### config.mk
export PLATFORM = sky130hd
export DESIGN_NAME = byte_stream_tokenizer
export DESIGN_NICKNAME = d
export VERILOG_FILES = /design/src/hdl/bst_pkg.sv /design/src/hdl/bst_front.sv /design/src/hdl/bst_back.sv /design/src/hdl/byte_stream_tokenizer.sv
export VERILOG_INCLUDE_DIRS = /design/src /design/src/hdl
export SDC_FILE = /design/constraint.sdc
export NUM_CORES = 1
export LEC_CHECK = 0
export ABC_AREA = 1
export BUFFER_PORTS_ARGS = -buffer_cell sky130_fd_sc_hd__buf_2
export CELL_PAD_IN_SITES_DETAIL_PLACEMENT = 1
export CELL_PAD_IN_SITES_GLOBAL_PLACEMENT = 2
export CORE_UTILIZATION = 36
export CTS_BUF_LIST = sky130_fd_sc_hd__clkbuf_16
export DETAILED_ROUTE_END_ITERATION = 8
export GPL_ROUTABILITY_DRIVEN = 0
export PLACE_DENSITY = 0.82
export SETUP_SLACK_MARGIN = 0.1
export SLEW_MARGIN = 30
export SYNTH_ARGS = -nofsm -noshare
export SYNTH_HDL_FRONTEND = slang
export SYNTH_SLANG_ARGS = --single-unit
### constraint.sdc
create_clock -name clk -period 3.5 [get_ports clk]
set_clock_uncertainty 0.15 [all_clocks]
set_input_delay 0.35 -clock clk [delete_from_list [all_inputs] [get_ports clk]]
set_output_delay 0.35 -clock clk [all_outputs]
set_load 0.02 [all_outputs]
### src/hdl/byte_stream_tokenizer_defines.svh
// Assertion macros for the byte stream tokenizer
`ifndef BYTE_STREAM_TOKENIZER_DEFINES_SVH
`define BYTE_STREAM_TOKENIZER_DEFINES_SVH

// Same-cycle implication, checked out of reset
`define BST_ASSERT_NOW(lbl, clk, rst_n, ante, cons) \
	lbl: assert property (@(posedge clk) disable iff (!(rst_n)) (ante) |-> (cons)) \
		else $error("tokenizer check failed");

// Next-cycle implication, checked out of reset
`define BST_ASSERT_NEXT(lbl, clk, rst_n, ante, cons) \
	lbl: assert property (@(posedge clk) disable iff (!(rst_n)) (ante) |=> (cons)) \
		else $error("tokenizer check failed");

`endif

### src/hdl/bst_pkg.sv
// Types, codes and character classes shared by the tokenizer modules
package bst_pkg;

	// token kinds
	localparam logic [2:0] KIND_SKIP    = 3'd0;
	localparam logic [2:0] KIND_SYMBOL  = 3'd1;
	localparam logic [2:0] KIND_QUOTED  = 3'd2;
	localparam logic [2:0] KIND_NUMBER  = 3'd3;
	localparam logic [2:0] KIND_SPECIAL = 3'd4;
	localparam logic [2:0] KIND_PUNCT   = 3'd5;
	localparam logic [2:0] KIND_WORD    = 3'd6;
	localparam logic [2:0] KIND_END     = 3'd7;

	// error codes
	localparam logic [1:0] ERR_NONE    = 2'd0;
	localparam logic [1:0] ERR_ILLEGAL = 2'd1;
	localparam logic [1:0] ERR_NOCLOSE = 2'd2;

	// lexer states
	localparam logic [3:0] ST_IDLE       = 4'd0;
	localparam logic [3:0] ST_SYMBOL     = 4'd1;
	localparam logic [3:0] ST_QUOTE      = 4'd2;
	localparam logic [3:0] ST_NUM_INT    = 4'd3;
	localparam logic [3:0] ST_NUM_DOT    = 4'd4;
	localparam logic [3:0] ST_NUM_FRAC   = 4'd5;
	localparam logic [3:0] ST_NUM_EXP    = 4'd6;
	localparam logic [3:0] ST_NUM_EXPDIG = 4'd7;
	localparam logic [3:0] ST_COMMENT    = 4'd8;
	localparam logic [3:0] ST_MINUS      = 4'd9;
	localparam logic [3:0] ST_PUNCT      = 4'd10;
	localparam logic [3:0] ST_WORD       = 4'd11;

	// characters of note
	localparam logic [7:0] CH_PERCENT = 8'h25;
	localparam logic [7:0] CH_MINUS   = 8'h2D;
	localparam logic [7:0] CH_PLUS    = 8'h2B;
	localparam logic [7:0] CH_UNDER   = 8'h5F;
	localparam logic [7:0] CH_QUOTE   = 8'h27;
	localparam logic [7:0] CH_E_LO    = 8'h65;
	localparam logic [7:0] CH_E_UP    = 8'h45;
	localparam logic [7:0] CH_PERIOD  = 8'h2E;
	localparam logic [7:0] CH_COMMA   = 8'h2C;
	localparam logic [7:0] CH_QMARK   = 8'h3F;
	localparam logic [7:0] CH_LPAREN  = 8'h28;
	localparam logic [7:0] CH_RPAREN  = 8'h29;
	localparam logic [7:0] CH_LF      = 8'h0A;
	localparam logic [7:0] CH_NUL     = 8'h00;

	// one labelled byte, without its line number
	typedef struct packed {
		logic [7:0] ch;
		logic [2:0] kind;
		logic       start;
		logic [1:0] err;
	} bst_res_t;

	localparam int RES_W = $bits(bst_res_t);

	// outcome of one lexer decision
	typedef struct packed {
		logic [3:0] st;
		logic       emit;
		logic       nl;
		bst_res_t   res;
	} bst_step_t;

	function automatic logic is_blank(input logic [7:0] c);
		return (c == 8'd32) || (c >= 8'd9 && c <= 8'd13);
	endfunction

	function automatic logic is_digit(input logic [7:0] c);
		return c >= 8'h30 && c <= 8'h39;
	endfunction

	function automatic logic is_alpha(input logic [7:0] c);
		return (c >= 8'h61 && c <= 8'h7A) || (c >= 8'h41 && c <= 8'h5A);
	endfunction

	function automatic logic is_punct(input logic [7:0] c);
		return (c >= 8'd33 && c <= 8'd47) || (c >= 8'd58 && c <= 8'd64) ||
			(c >= 8'd91 && c <= 8'd96) || (c >= 8'd123 && c <= 8'd126);
	endfunction

	function automatic logic is_special(input logic [7:0] c);
		return c == CH_COMMA || c == CH_PERIOD || c == CH_LPAREN ||
			c == CH_RPAREN || c == CH_QMARK;
	endfunction

	function automatic logic is_graph(input logic [7:0] c);
		return c >= 8'd33 && c <= 8'd126;
	endfunction

	function automatic bst_res_t mk_res(input logic [7:0] c, input logic [2:0] k,
		input logic s, input logic [1:0] e);
		bst_res_t r;
		r.ch = c;
		r.kind = k;
		r.start = s;
		r.err = e;
		return r;
	endfunction

endpackage

### src/hdl/bst_front.sv
// Front end: mode register, lexer state, line counter and per-byte classification
module bst_front import bst_pkg::*; #(
	parameter int LINE_BITS = 16
) (
	input  logic                 clk,
	input  logic                 arst_n,
	input  logic                 cfg_write,
	input  logic                 cfg_data,
	input  logic                 in_acc,
	input  logic [7:0]           char_in,
	input  logic                 end_of_input,
	output logic                 q_push,
	output bst_res_t             q_res0,
	output bst_res_t             q_res1,
	output logic                 q_two,
	output logic [LINE_BITS-1:0] q_line
);

	localparam logic [LINE_BITS-1:0] LINE_MAX = {LINE_BITS{1'b1}};
	localparam logic [LINE_BITS-1:0] LINE_ONE = {{(LINE_BITS-1){1'b0}}, 1'b1};

	logic                 word_mode_q;
	logic [3:0]           st_q;
	logic [LINE_BITS-1:0] line_q;

	logic       emit0, emit1, bump, line_rst;
	logic [3:0] st_nxt;
	bst_step_t  h;

	// byte at a token start
	function automatic bst_step_t tok_start(input logic [7:0] c, input logic wm);
		bst_step_t s;
		s.st = ST_IDLE;
		s.emit = 1'b1;
		s.nl = 1'b0;
		s.res = mk_res(c, KIND_SKIP, 1'b0, ERR_NONE);
		if (is_blank(c)) begin
			s.nl = (c == CH_LF);
		end else if (c == CH_QUOTE) begin
			s.st = ST_QUOTE;
			s.res = mk_res(c, KIND_QUOTED, 1'b1, ERR_NONE);
		end else if (wm) begin
			if (c == CH_PERIOD || c == CH_COMMA) begin
				s.res = mk_res(c, KIND_SPECIAL, 1'b1, ERR_NONE);
			end else if (is_graph(c)) begin
				s.st = ST_WORD;
				s.res = mk_res(c, KIND_WORD, 1'b1, ERR_NONE);
			end else begin
				s.res = mk_res(c, KIND_SKIP, 1'b0, ERR_ILLEGAL);
			end
		end else if (is_alpha(c) || c == CH_UNDER) begin
			s.st = ST_SYMBOL;
			s.res = mk_res(c, KIND_SYMBOL, 1'b1, ERR_NONE);
		end else if (is_digit(c)) begin
			s.st = ST_NUM_INT;
			s.res = mk_res(c, KIND_NUMBER, 1'b1, ERR_NONE);
		end else if (c == CH_PERCENT) begin
			s.st = ST_COMMENT;
		end else if (c == CH_MINUS) begin
			// held until the next byte decides number or punct
			s.st = ST_MINUS;
			s.emit = 1'b0;
		end else if (is_special(c)) begin
			s.res = mk_res(c, KIND_SPECIAL, 1'b1, ERR_NONE);
		end else if (is_punct(c)) begin
			s.st = ST_PUNCT;
			s.res = mk_res(c, KIND_PUNCT, 1'b1, ERR_NONE);
		end else begin
			s.res = mk_res(c, KIND_SKIP, 1'b0, ERR_ILLEGAL);
		end
		return s;
	endfunction

	// continuation byte of the current token
	function automatic bst_step_t cont(input logic [3:0] st, input logic [7:0] c,
		input logic [2:0] k);
		bst_step_t s;
		s.st = st;
		s.emit = 1'b1;
		s.nl = 1'b0;
		s.res = mk_res(c, k, 1'b0, ERR_NONE);
		return s;
	endfunction

	// byte in a running state; falls back to a fresh token start
	function automatic bst_step_t tok_handle(input logic [3:0] st, input logic [7:0] c,
		input logic wm);
		bst_step_t s;
		s = tok_start(c, wm);
		case (st)
			ST_SYMBOL: begin
				if (is_alpha(c) || is_digit(c) || c == CH_UNDER)
					s = cont(ST_SYMBOL, c, KIND_QUOTED ^ KIND_QUOTED ^ KIND_SYMBOL);
			end
			ST_QUOTE: begin
				if (c == CH_QUOTE) begin
					s = cont(ST_IDLE, c, KIND_QUOTED);
				end else if (c == CH_LF) begin
					s = cont(ST_IDLE, c, KIND_SKIP);
					s.res.err = ERR_NOCLOSE;
					s.nl = 1'b1;
				end else begin
					s = cont(ST_QUOTE, c, KIND_QUOTED);
				end
			end
			ST_NUM_INT: begin
				if (is_digit(c)) begin
					s = cont(ST_NUM_INT, c, KIND_NUMBER);
				end else if (c == CH_PERIOD) begin
					s = cont(ST_NUM_DOT, c, KIND_NUMBER);
					s.emit = 1'b0;
				end else if (c == CH_E_LO || c == CH_E_UP) begin
					s = cont(ST_NUM_EXP, c, KIND_NUMBER);
				end
			end
			ST_NUM_FRAC: begin
				if (is_digit(c))
					s = cont(ST_NUM_FRAC, c, KIND_NUMBER);
				else if (c == CH_E_LO || c == CH_E_UP)
					s = cont(ST_NUM_EXP, c, KIND_NUMBER);
			end
			ST_NUM_EXP: begin
				if (is_digit(c) || c == CH_PLUS || c == CH_MINUS)
					s = cont(ST_NUM_EXPDIG, c, KIND_NUMBER);
			end
			ST_NUM_EXPDIG: begin
				if (is_digit(c))
					s = cont(ST_NUM_EXPDIG, c, KIND_NUMBER);
			end
			ST_COMMENT: begin
				if (c != CH_LF)
					s = cont(ST_COMMENT, c, KIND_SKIP);
			end
			ST_PUNCT: begin
				if (is_punct(c) && !is_special(c) && c != CH_QUOTE)
					s = cont(ST_PUNCT, c, KIND_PUNCT);
			end
			ST_WORD: begin
				if (is_graph(c) && c != CH_PERIOD && c != CH_COMMA)
					s = cont(ST_WORD, c, KIND_WORD);
			end
			default: begin
			end
		endcase
		return s;
	endfunction

	// decide the results of this byte
	always_comb begin
		h = tok_handle(st_q, char_in, word_mode_q);
		emit0 = 1'b0;
		emit1 = 1'b0;
		bump = 1'b0;
		line_rst = 1'b0;
		st_nxt = st_q;
		q_res0 = h.res;
		q_res1 = h.res;
		if (end_of_input) begin
			line_rst = 1'b1;
			st_nxt = ST_IDLE;
			q_res1 = mk_res(CH_NUL, KIND_END, 1'b0,
				(st_q == ST_QUOTE) ? ERR_NOCLOSE : ERR_NONE);
			emit1 = 1'b1;
			if (st_q == ST_MINUS) begin
				emit0 = 1'b1;
				q_res0 = mk_res(CH_MINUS, KIND_PUNCT, 1'b1, ERR_NONE);
			end else if (st_q == ST_NUM_DOT) begin
				emit0 = 1'b1;
				q_res0 = mk_res(CH_PERIOD, KIND_SPECIAL, 1'b1, ERR_NONE);
			end else begin
				q_res0 = q_res1;
				emit0 = 1'b1;
				emit1 = 1'b0;
			end
		end else if (st_q == ST_MINUS || st_q == ST_NUM_DOT) begin
			// release the held byte, then label this one
			emit0 = 1'b1;
			if (is_digit(char_in)) begin
				emit1 = 1'b1;
				q_res1 = mk_res(char_in, KIND_NUMBER, 1'b0, ERR_NONE);
				if (st_q == ST_MINUS) begin
					q_res0 = mk_res(CH_MINUS, KIND_NUMBER, 1'b1, ERR_NONE);
					st_nxt = ST_NUM_INT;
				end else begin
					q_res0 = mk_res(CH_PERIOD, KIND_NUMBER, 1'b0, ERR_NONE);
					st_nxt = ST_NUM_FRAC;
				end
			end else begin
				if (st_q == ST_MINUS) begin
					q_res0 = mk_res(CH_MINUS, KIND_PUNCT, 1'b1, ERR_NONE);
					h = tok_handle(ST_PUNCT, char_in, word_mode_q);
				end else begin
					q_res0 = mk_res(CH_PERIOD, KIND_SPECIAL, 1'b1, ERR_NONE);
					h = tok_handle(ST_IDLE, char_in, word_mode_q);
				end
				emit1 = h.emit;
				q_res1 = h.res;
				bump = h.nl;
				st_nxt = h.st;
			end
		end else begin
			emit0 = h.emit;
			bump = h.nl;
			st_nxt = h.st;
		end
	end

	assign q_push = in_acc && emit0;
	assign q_two  = emit1;
	assign q_line = line_q;

	// mode register
	always_ff @(posedge clk or negedge arst_n) begin
		if (!arst_n)
			word_mode_q <= 1'b0;
		else if (cfg_write)
			word_mode_q <= cfg_data;
	end

	// lexer state and saturating line count
	always_ff @(posedge clk or negedge arst_n) begin
		if (!arst_n) begin
			st_q <= ST_IDLE;
			line_q <= LINE_ONE;
		end else if (in_acc) begin
			st_q <= st_nxt;
			if (line_rst)
				line_q <= LINE_ONE;
			else if (bump && line_q != LINE_MAX)
				line_q <= line_q + LINE_ONE;
		end
	end

endmodule

### src/hdl/bst_back.sv
// Back end: queue of result pairs and serialiser that releases one result per transfer
module bst_back import bst_pkg::*; #(
	parameter int LINE_BITS = 16,
	parameter int DEPTH     = 4
) (
	input  logic                 clk,
	input  logic                 arst_n,
	input  logic                 q_push,
	input  bst_res_t             q_res0,
	input  bst_res_t             q_res1,
	input  logic                 q_two,
	input  logic [LINE_BITS-1:0] q_line,
	output logic                 full,
	output logic                 empty,
	input  logic                 pop,
	output logic [7:0]           char_out,
	output logic [2:0]           kind,
	output logic                 token_start,
	output logic [LINE_BITS-1:0] line_number,
	output logic [1:0]           error_code,
	output logic                 last
);

	localparam int PW = (DEPTH > 1) ? $clog2(DEPTH) : 1;
	localparam int CW = $clog2(DEPTH + 1);
	localparam int EW = 1 + 2 * RES_W + LINE_BITS;
	localparam logic [PW-1:0] PTR_LAST = PW'(DEPTH - 1);
	localparam logic [CW-1:0] CNT_FULL = CW'(DEPTH);
	localparam logic [CW-1:0] CNT_ONE  = CW'(1);

	logic [EW-1:0] mem_q [DEPTH];
	logic [PW-1:0] wr_ptr_q, rd_ptr_q;
	logic [CW-1:0] cnt_q;
	logic          half_q;

	logic [EW-1:0]        head;
	logic                 head_two;
	bst_res_t             head_r0, head_r1, cur;
	logic [LINE_BITS-1:0] head_line;
	logic                 do_pop, retire;

	assign full  = (cnt_q == CNT_FULL);
	assign empty = (cnt_q == '0);

	// head entry and the result it currently shows
	assign head = mem_q[rd_ptr_q];
	assign {head_two, head_r1, head_r0, head_line} = head;
	assign cur = half_q ? head_r1 : head_r0;

	assign char_out    = cur.ch;
	assign kind        = cur.kind;
	assign token_start = cur.start;
	assign error_code  = cur.err;
	assign line_number = head_line;
	assign last        = half_q || !head_two;

	assign do_pop = pop && !empty;
	assign retire = do_pop && last;

	// entry storage
	always_ff @(posedge clk) begin
		if (q_push)
			mem_q[wr_ptr_q] <= {q_two, q_res1, q_res0, q_line};
	end

	// pointers, fill count and half select
	always_ff @(posedge clk or negedge arst_n) begin
		if (!arst_n) begin
			wr_ptr_q <= '0;
			rd_ptr_q <= '0;
			cnt_q <= '0;
			half_q <= 1'b0;
		end else begin
			if (q_push)
				wr_ptr_q <= (wr_ptr_q == PTR_LAST) ? '0 : wr_ptr_q + PW'(1);
			if (retire)
				rd_ptr_q <= (rd_ptr_q == PTR_LAST) ? '0 : rd_ptr_q + PW'(1);
			if (do_pop)
				half_q <= !last;
			if (q_push && !retire)
				cnt_q <= cnt_q + CNT_ONE;
			else if (retire && !q_push)
				cnt_q <= cnt_q - CNT_ONE;
		end
	end

endmodule

### src/hdl/byte_stream_tokenizer.sv
// Top level of the byte stream tokenizer
// Usage:
//   Input queue side: drive char_in / end_of_input with push; a byte transfers
//   on a clock edge with push high and full low. One byte per cycle is taken
//   while the result queue has room.
//   Result side: while empty is low the oldest result sits on char_out, kind,
//   token_start, line_number, error_code and last; pop transfers it.
//   Each input yields zero, one or two results; last marks the final one.
//   Outside word mode a minus at a token start or a period after number digits
//   yields nothing until the next input, which releases it ahead of its own result.
//   Results are registered in the result queue as their input transfers.
//   Throughput: one input per cycle while full is low, bounded by one result
//   per cycle at the result side, so an input that makes two results needs two pops.
//   A stalled receiver fills the QUEUE_DEPTH-entry result queue, then full rises.
//   Mode: cfg_write with cfg_data sets word mode; write only while idle.
//   Reset: full rules, lexer idle, line count one, queue empty.
`include "byte_stream_tokenizer_defines.svh"

module byte_stream_tokenizer import bst_pkg::*; #(
	parameter int LINE_BITS   = 16,
	parameter int QUEUE_DEPTH = 4
) (
	input  logic                 clk,
	input  logic                 arst_n,
	input  logic                 cfg_write,
	input  logic                 cfg_data,
	input  logic                 push,
	output logic                 full,
	input  logic [7:0]           char_in,
	input  logic                 end_of_input,
	output logic                 empty,
	input  logic                 pop,
	output logic [7:0]           char_out,
	output logic [2:0]           kind,
	output logic                 token_start,
	output logic [LINE_BITS-1:0] line_number,
	output logic [1:0]           error_code,
	output logic                 last
);

	logic                 in_acc;
	logic                 q_push, q_two;
	bst_res_t             q_res0, q_res1;
	logic [LINE_BITS-1:0] q_line;

	assign in_acc = push && !full;

	bst_front #(
		.LINE_BITS(LINE_BITS)
	) u_front (
		.clk          (clk),
		.arst_n       (arst_n),
		.cfg_write    (cfg_write),
		.cfg_data     (cfg_data),
		.in_acc       (in_acc),
		.char_in      (char_in),
		.end_of_input (end_of_input),
		.q_push       (q_push),
		.q_res0       (q_res0),
		.q_res1       (q_res1),
		.q_two        (q_two),
		.q_line       (q_line)
	);

	bst_back #(
		.LINE_BITS(LINE_BITS),
		.DEPTH    (QUEUE_DEPTH)
	) u_back (
		.clk         (clk),
		.arst_n      (arst_n),
		.q_push      (q_push),
		.q_res0      (q_res0),
		.q_res1      (q_res1),
		.q_two       (q_two),
		.q_line      (q_line),
		.full        (full),
		.empty       (empty),
		.pop         (pop),
		.char_out    (char_out),
		.kind        (kind),
		.token_start (token_start),
		.line_number (line_number),
		.error_code  (error_code),
		.last        (last)
	);

	// checks
	`BST_ASSERT_NOW(a_push_has_room, clk, arst_n, q_push, !full)
	`BST_ASSERT_NEXT(a_end_gives_result, clk, arst_n, in_acc && end_of_input, !empty)
	`BST_ASSERT_NOW(a_end_is_last, clk, arst_n, !empty && kind == KIND_END, last)
	`BST_ASSERT_NOW(a_line_nonzero, clk, arst_n, !empty, line_number != '0)

endmodule

# Word-level counts from Yosys, hierarchy flattened
# Memory sizes are Yosys's and may differ from the RTL's.
# Cells that the tools add are included.
dict set report totals {
  in_bits 15
  ram_bits 180
  word_cells 200
  n_memories 1
  reg_bits 29
}
dict set report op_classes {
  muxes 90
  n_lt_le_gt_ge 16
  n_eq_ne 33
  reduce_logical 48
  add_sub_neg 5
}
# memory depth word_bits rd rd_ports_with_merged_regs write_ports line
set memory_table {}
lappend memory_table {u_back.mem_q 4 45 1 0 1 bst_back.sv:31} ;# logic [EW-1:0] mem_q [DEPTH];
# cell count
set ops {}
lappend ops {{$mux W20} 12}
lappend ops {{$pmux W20 S9} 1}
lappend ops {{$mux W14} 8}
lappend ops {{$mux W6} 15}
lappend ops {{$eq A8 B6 Y1 const B} 10}
lappend ops {{$mux W4} 16}
lappend ops {{$le A8 B7 Y1 const B} 5}
lappend ops {{$mux W18} 2}
lappend ops {{$ge A8 B7 Y1 const B} 4}
lappend ops {{$mux W16} 2}
lappend ops {{$eq A8 B7 Y1 const B} 3}
lappend ops {{$ge A8 B6 Y1 const B} 3}
lappend ops {{$ne A8 B6 Y1 const B} 3}
lappend ops {{$mux W1} 23}
lappend ops {{$logic_and A1 B1 Y1} 20}
lappend ops {{$logic_or A1 B1 Y1} 17}
lappend ops {{$add A16 B1 Y16 const B} 1}
lappend ops {{$eq A4 B3 Y1 const B} 4}
lappend ops {{$eq A4 B4 Y1 const B} 4}
lappend ops {{$le A8 B6 Y1 const B} 2}
lappend ops {{$mux W8} 2}
lappend ops {{$ne A16 B16 Y1 const B} 1}
lappend ops {{$mux W12} 1}
lappend ops {{$mux W5} 2}
lappend ops {{other kinds (17)} 31}

# Logic depth before layout (Yosys ltp)
dict set report depth {
  word_depth 25
  depth_mapped 18
  depth_no_buf 18
}

# Modules after synthesis
# Synthesis repeated with hierarchy kept, for this count alone.
dict set report hier_totals {
  cells_unflattened 1026
  area_unflattened_um2 10070.9
}
# mod n_inst area_per_inst_um2 cells_each
set by_module_without_submodules {}
lappend by_module_without_submodules {bst_back 1 7328.3 540}
lappend by_module_without_submodules {bst_front 1 2732.6 484}
lappend by_module_without_submodules {byte_stream_tokenizer 1 10.0 2}

# Worst setup path before layout
# No wires, ideal clock.
dict set report synth_path {
  kind {register to register}
  start {reg u_front.st_q[3]}
  end {mem u_back.mem_q[0][0] (netlist bit) (enable)}
  path_stages_with_launch 13
  setup_slack_ns -0.340
  t_required_ns 2.903
  setup_time_ns 0.447
  n_path_buf 0
  arrival_time_ns 3.242
  path_cell_list {dfrtp_1 inv_2 nor2_1 inv_2 nor2_2 nor2_4 inv_2 nor2_1 inv_2 a21oi_1 nand4_1 nand2_2 nor2_1}
}
dict set report synth_via {
  elab_chain_cells 7
}
# element line
set synth_rtl {}
lappend synth_rtl {{start: declaration} bst_front.sv:23} ;# logic [3:0] st_q;
lappend synth_rtl {{start signal: assignment} bst_front.sv:226} ;# st_q <= st_nxt;
lappend synth_rtl {{$eq A4 B4 Y1, or another cell as far along} bst_front.sv:90} ;# case (st)
lappend synth_rtl {{$pmux W20 S9 or $logic_or A1 B1 Y1 (tied branches)} {bst_front.sv:90, bst_front.sv:175}}
lappend synth_rtl {{$mux W1 (*)} bst_front.sv:175} ;# end else if (st_q == ST_MINUS || st_q == ST_NUM_DOT) begin
lappend synth_rtl {{$mux W1 (*)} bst_front.sv:158} ;# if (end_of_input) begin
lappend synth_rtl {{$logic_and A1 B1 Y1 (*)} bst_front.sv:208} ;# assign q_push = in_acc && emit0;
lappend synth_rtl {{$mux W1 (*)} bst_back.sv:62} ;# if (q_push)
lappend synth_rtl {{$mux W1 (not written as such) (*)} bst_back.sv:63} ;# mem_q[wr_ptr_q] <= {q_two, q_res1, q_res0, q_line};
lappend synth_rtl {{end: declaration} bst_back.sv:31}
# Every way passes the cells marked *; elsewhere a longest branch is shown, timed or not.

# Final worst setup path
dict set report layout_path {
  start {reg u_front.st_q[3]}
  end {reg u_back.cnt_q[2]}
}
dict set report layout_via {
  elab_chain_cells 8
}
# element line
set layout_rtl {}
lappend layout_rtl {{$eq A4 B4 Y1, or another cell as far along} bst_front.sv:90}
lappend layout_rtl {{$pmux W20 S9 or $logic_or A1 B1 Y1 (tied branches)} {bst_front.sv:90, bst_front.sv:175}}
lappend layout_rtl {{$mux W1 (*)} bst_front.sv:175}
lappend layout_rtl {{$mux W1 (*)} bst_front.sv:158}
lappend layout_rtl {{$logic_and A1 B1 Y1 (*)} bst_front.sv:208}
lappend layout_rtl {{named net q_push} byte_stream_tokenizer.sv:42} ;# logic q_push, q_two;
lappend layout_rtl {{$logic_not A1 Y1} bst_back.sv:82} ;# else if (retire && !q_push)
lappend layout_rtl {{$logic_and A1 B1 Y1} bst_back.sv:82}
lappend layout_rtl {{$reduce_bool A2 Y1 (no line)} --}
lappend layout_rtl {{end signal: assignment} bst_back.sv:81} ;# cnt_q <= cnt_q + CNT_ONE;
lappend layout_rtl {{end signal: assignment} bst_back.sv:83} ;# cnt_q <= cnt_q - CNT_ONE;
lappend layout_rtl {{end: declaration} bst_back.sv:33} ;# logic [CW-1:0] cnt_q;
# The timed path passes the listed nets; every way through them passes the cells marked *.
# A chain may end at the register's enable or synchronous reset.

==> reports/metrics.cfg <==
[critical_path]
arrival_ns = 3.37
crit_required_ns = 3.74
crit_fanout = 12
path_cells = inv_2, nor2_1, inv_2, nor2_2, nor2_4, inv_2, nor2_1, inv_2, a21oi_1, nand4_1, nand2_2, inv_2, ha_1, inv_1, fa_1, a21oi_1, o21ai_0, xor2_1
reg2reg_from = u_front.st_q[3]
crit_start = u_front.st_q[3]
critPathSlowestCell = dfrtp_1
critPathLaunchType = flip-flop
critical-path-max-stage-delay_ns = 0.45
cp_common_cell = inv_2
endpoint_kind = flip-flop
crit_type = flip-flop to flip-flop

[timing]
worst_pin_slew_ns = 0.773
grt_setup_unrepaired = true
slew_headroom_pct = 47.9
hold_violations = 0
period_share_pct = 89.4
finalSetupViolations = 0
fmax_ghz = 0.319
layout_min_cycle_time_ns = 3.13
drv_slew = 0

[global_route]
overflow = 0
grt_max_degree = 77
grt_pass1_wl_um = 43200
antenna_found_initial = 0
track_usage_pct = 19.4
first_global_vias = 7880

[clock_network]
path_clk_slew_ns = 0.07
cts_max_level = 1
cts_tree = built
clock_latency_ns = 0.52
clockBufferDepth = 3
cts_setup_buffers = 0
cts_root_buf = clkbuf_16
cts_buffers = 22
cts.sinks = 209

[layout]
drive_above_1_share_pct = 15.1
syn2layout_area_growth_pct = 14.5
antenna_cells = 0
stdcell_area_sq_um = 11400
nNetsFinal = 1090

[power]
power_density_nw_per_um2 = 857
p_switching_mw = 3.90
swShare_pct = 39.9
intPower_mw = 5.87
seq_power_share_pct = 37.2
power_frac_clock_pct = 23.4
p_comb_share_pct = 39.3
finalPower_mw = 9.77
ir_drop_mv = 0.369
p_leak_nw = 4.35

[synthesis]
seq_area_frac_synth_pct = 61.5
synth_area_sq_um = 9960
synth_flop_cell = edfxtp_1
synth_nets = 1042
synth_edf_count = 180
syn_inst = 1019
synth.avg_cell_area_sq_um = 9.78
ys_ff_latch = 209
async_flop_share_pct = 13.9
yosys_warnings = 0
ys_types = 46

[drt]
drcViolationCount = 0
drtIter0Drc = 438
postRouteAntennaNets = 0
vias = 7589
wl_per_cell_um = 18.9
first_pass_iters = 5
viasPerCell = 5.33
routed_wl_um = 26900

[floorplanning]
core_area_sq_um = 27000
ios = 48
die_area_sq_um = 28300
die_y_um = 168
start_util_pct = 36.9
dieWidth_um = 168
rows = 60

[hold_path]
min_from = push
min_path_type = primary input to flip-flop

[placed_design]
place.port_buffers = 47
dpl-instance-area_sq_um = 10700
hpwl_um = 17500

[outcome]
status = completed

[run]
maxCapViolations = 0

[worst max-delay path, delay by kind of cell, from the launching register on]
kind / cells / cell delay (ns)
flops: 1 / 0.45
xor+xnor: 1 / 0.16
compound gates: 3 / 0.35
fa+ha+maj: 2 / 0.59
buf+inv: 6 / 0.64
simple gates: 6 / 0.66
[what timing repair did]
| action | 4_1_cts | 5_1_grt |
|---|---|---|
| resized for setup | 0 | 2 |
| hold buffers | 4 | 0 |
| setup endpoints to repair | 0 | 4 |
| hold endpoints to repair | 29 | 0 |
[final timing paths]
path,to,slack [ns],depth (start not counted)
hold reg to reg,u_back.half_q,0.36,1
min in group asynchronous,u_front.st_q[0],0.30,2
max in group asynchronous,u_back.rd_ptr_q[0],2.35,2
setup / recovery,u_back.cnt_q[2],0.37,18
hold / removal,u_front.st_q[0],0.06,4
setup reg to reg,u_back.cnt_q[2],0.37,18
[cell usage in the layout, fill, tap and decap left out, drive strengths merged, types with 2 or more instances in the layout]
master         n
nor2         231
clkbuf        23
a31oi         17
inv           83
xnor2          2
edfxtp       180
clkinv        12
bufinv         2
dfrtp         28
a21oi         37
nor3          20
o22ai         32
ha             7
nand3         39
o21ai        134
buf           60
nand2        143
o31ai          2
dlygate4sd3    4
nand4         12
[per-layer routing]
layer / vias up / GRT usage, % / routed length, um / share of wire (%)
met1: 3767 / 26.5 / 12400 / 46
met4: 0 / 6.13 / 614 / 2.3
met5: - / 0 / 0 / 0
met3: 46 / 2.02 / 1080 / 4.0
met2: 156 / 32.4 / 12800 / 48
li1: 3620 / - / - / -
[through the flow]
stage          utilization [%]  std cells  TNS (ns)  hold slack [ns]  setup slack (ns)
2_1_floorplan                -       1019    -61.14          -0.0956            -0.340
3_3_place_gp              39.4       1380         0            0.314             0.460
3_5_place_dp              39.4       1380         0            0.315             0.353
4_1_cts                   42.2       1423         0           0.0471             0.193
5_1_grt                   42.2       1423         0           0.0950            0.0784
6_report                  42.2       1423         0           0.0574             0.370
[logic make-up (layout without fill, tap and decap cells)]
family,Yosys count,in the layout,synth area share (%)
AO/OA/AOI/OAI,227,227,12.5
XOR/XNOR,3,3,0.264
adder cells (fa/ha/maj),8,8,1.08
buffers and inverters,122,185,4.77
flip-flops,209,209,61.5
multiplexers,1,1,0.113
AND/OR/NAND/NOR,449,449,19.8
[synthesized netlist by cell type (all sizes together), types with 2 or more instances]
library cell / number / share of area [%]
a21oi: 37 / 1.9
a31oi: 17 / 1.1
buf: 7 / 0.41
clkbuf: 33 / 1.2
clkinv: 4 / 0.18
dfrtp: 28 / 7.0
edfxtp: 180 / 54
ha: 7 / 0.88
inv: 78 / 2.9
nand2: 143 / 5.7
nand3: 39 / 2.3
nand4: 12 / 0.90
nor2: 231 / 9.1
nor3: 20 / 1.4
o21ai: 134 / 6.9
o22ai: 32 / 2.0
o31ai: 2 / 0.15
xnor2: 2 / 0.18
[power by group through the flow]
stage	registers [mW]	logic [mW]	clock network (mW)
2_1_floorplan	3.62	2.55	0
3_3_place_gp	3.65	3.77	0
3_5_place_dp	3.68	3.85	0
4_1_cts	3.64	3.88	2.33
5_1_grt	3.69	4.27	2.41
6_report	3.64	3.84	2.29
[state kept, by name, indices dropped and copies added, names as in the netlist]
register	cells
u_front.word_mode_q	1
u_back.rd_ptr_q	2
u_back.mem_q	180
u_back.cnt_q	3
u_front.q_line	16
u_back.wr_ptr_q	2
u_front.st_q	4
u_back.half_q	1
[cell type report]
type | instances | area (sq um)
well taps | 341 | 427
inverters | 82 | 310
repair buffers | 64 | 439
clock buffers | 23 | 576
clock inverters | 16 | 130
fillers | 3048 | 15600
multi-input cells | 688 | 3390
flip-flops and latches | 209 | 6130
Power figures use the tool's default switching activity.
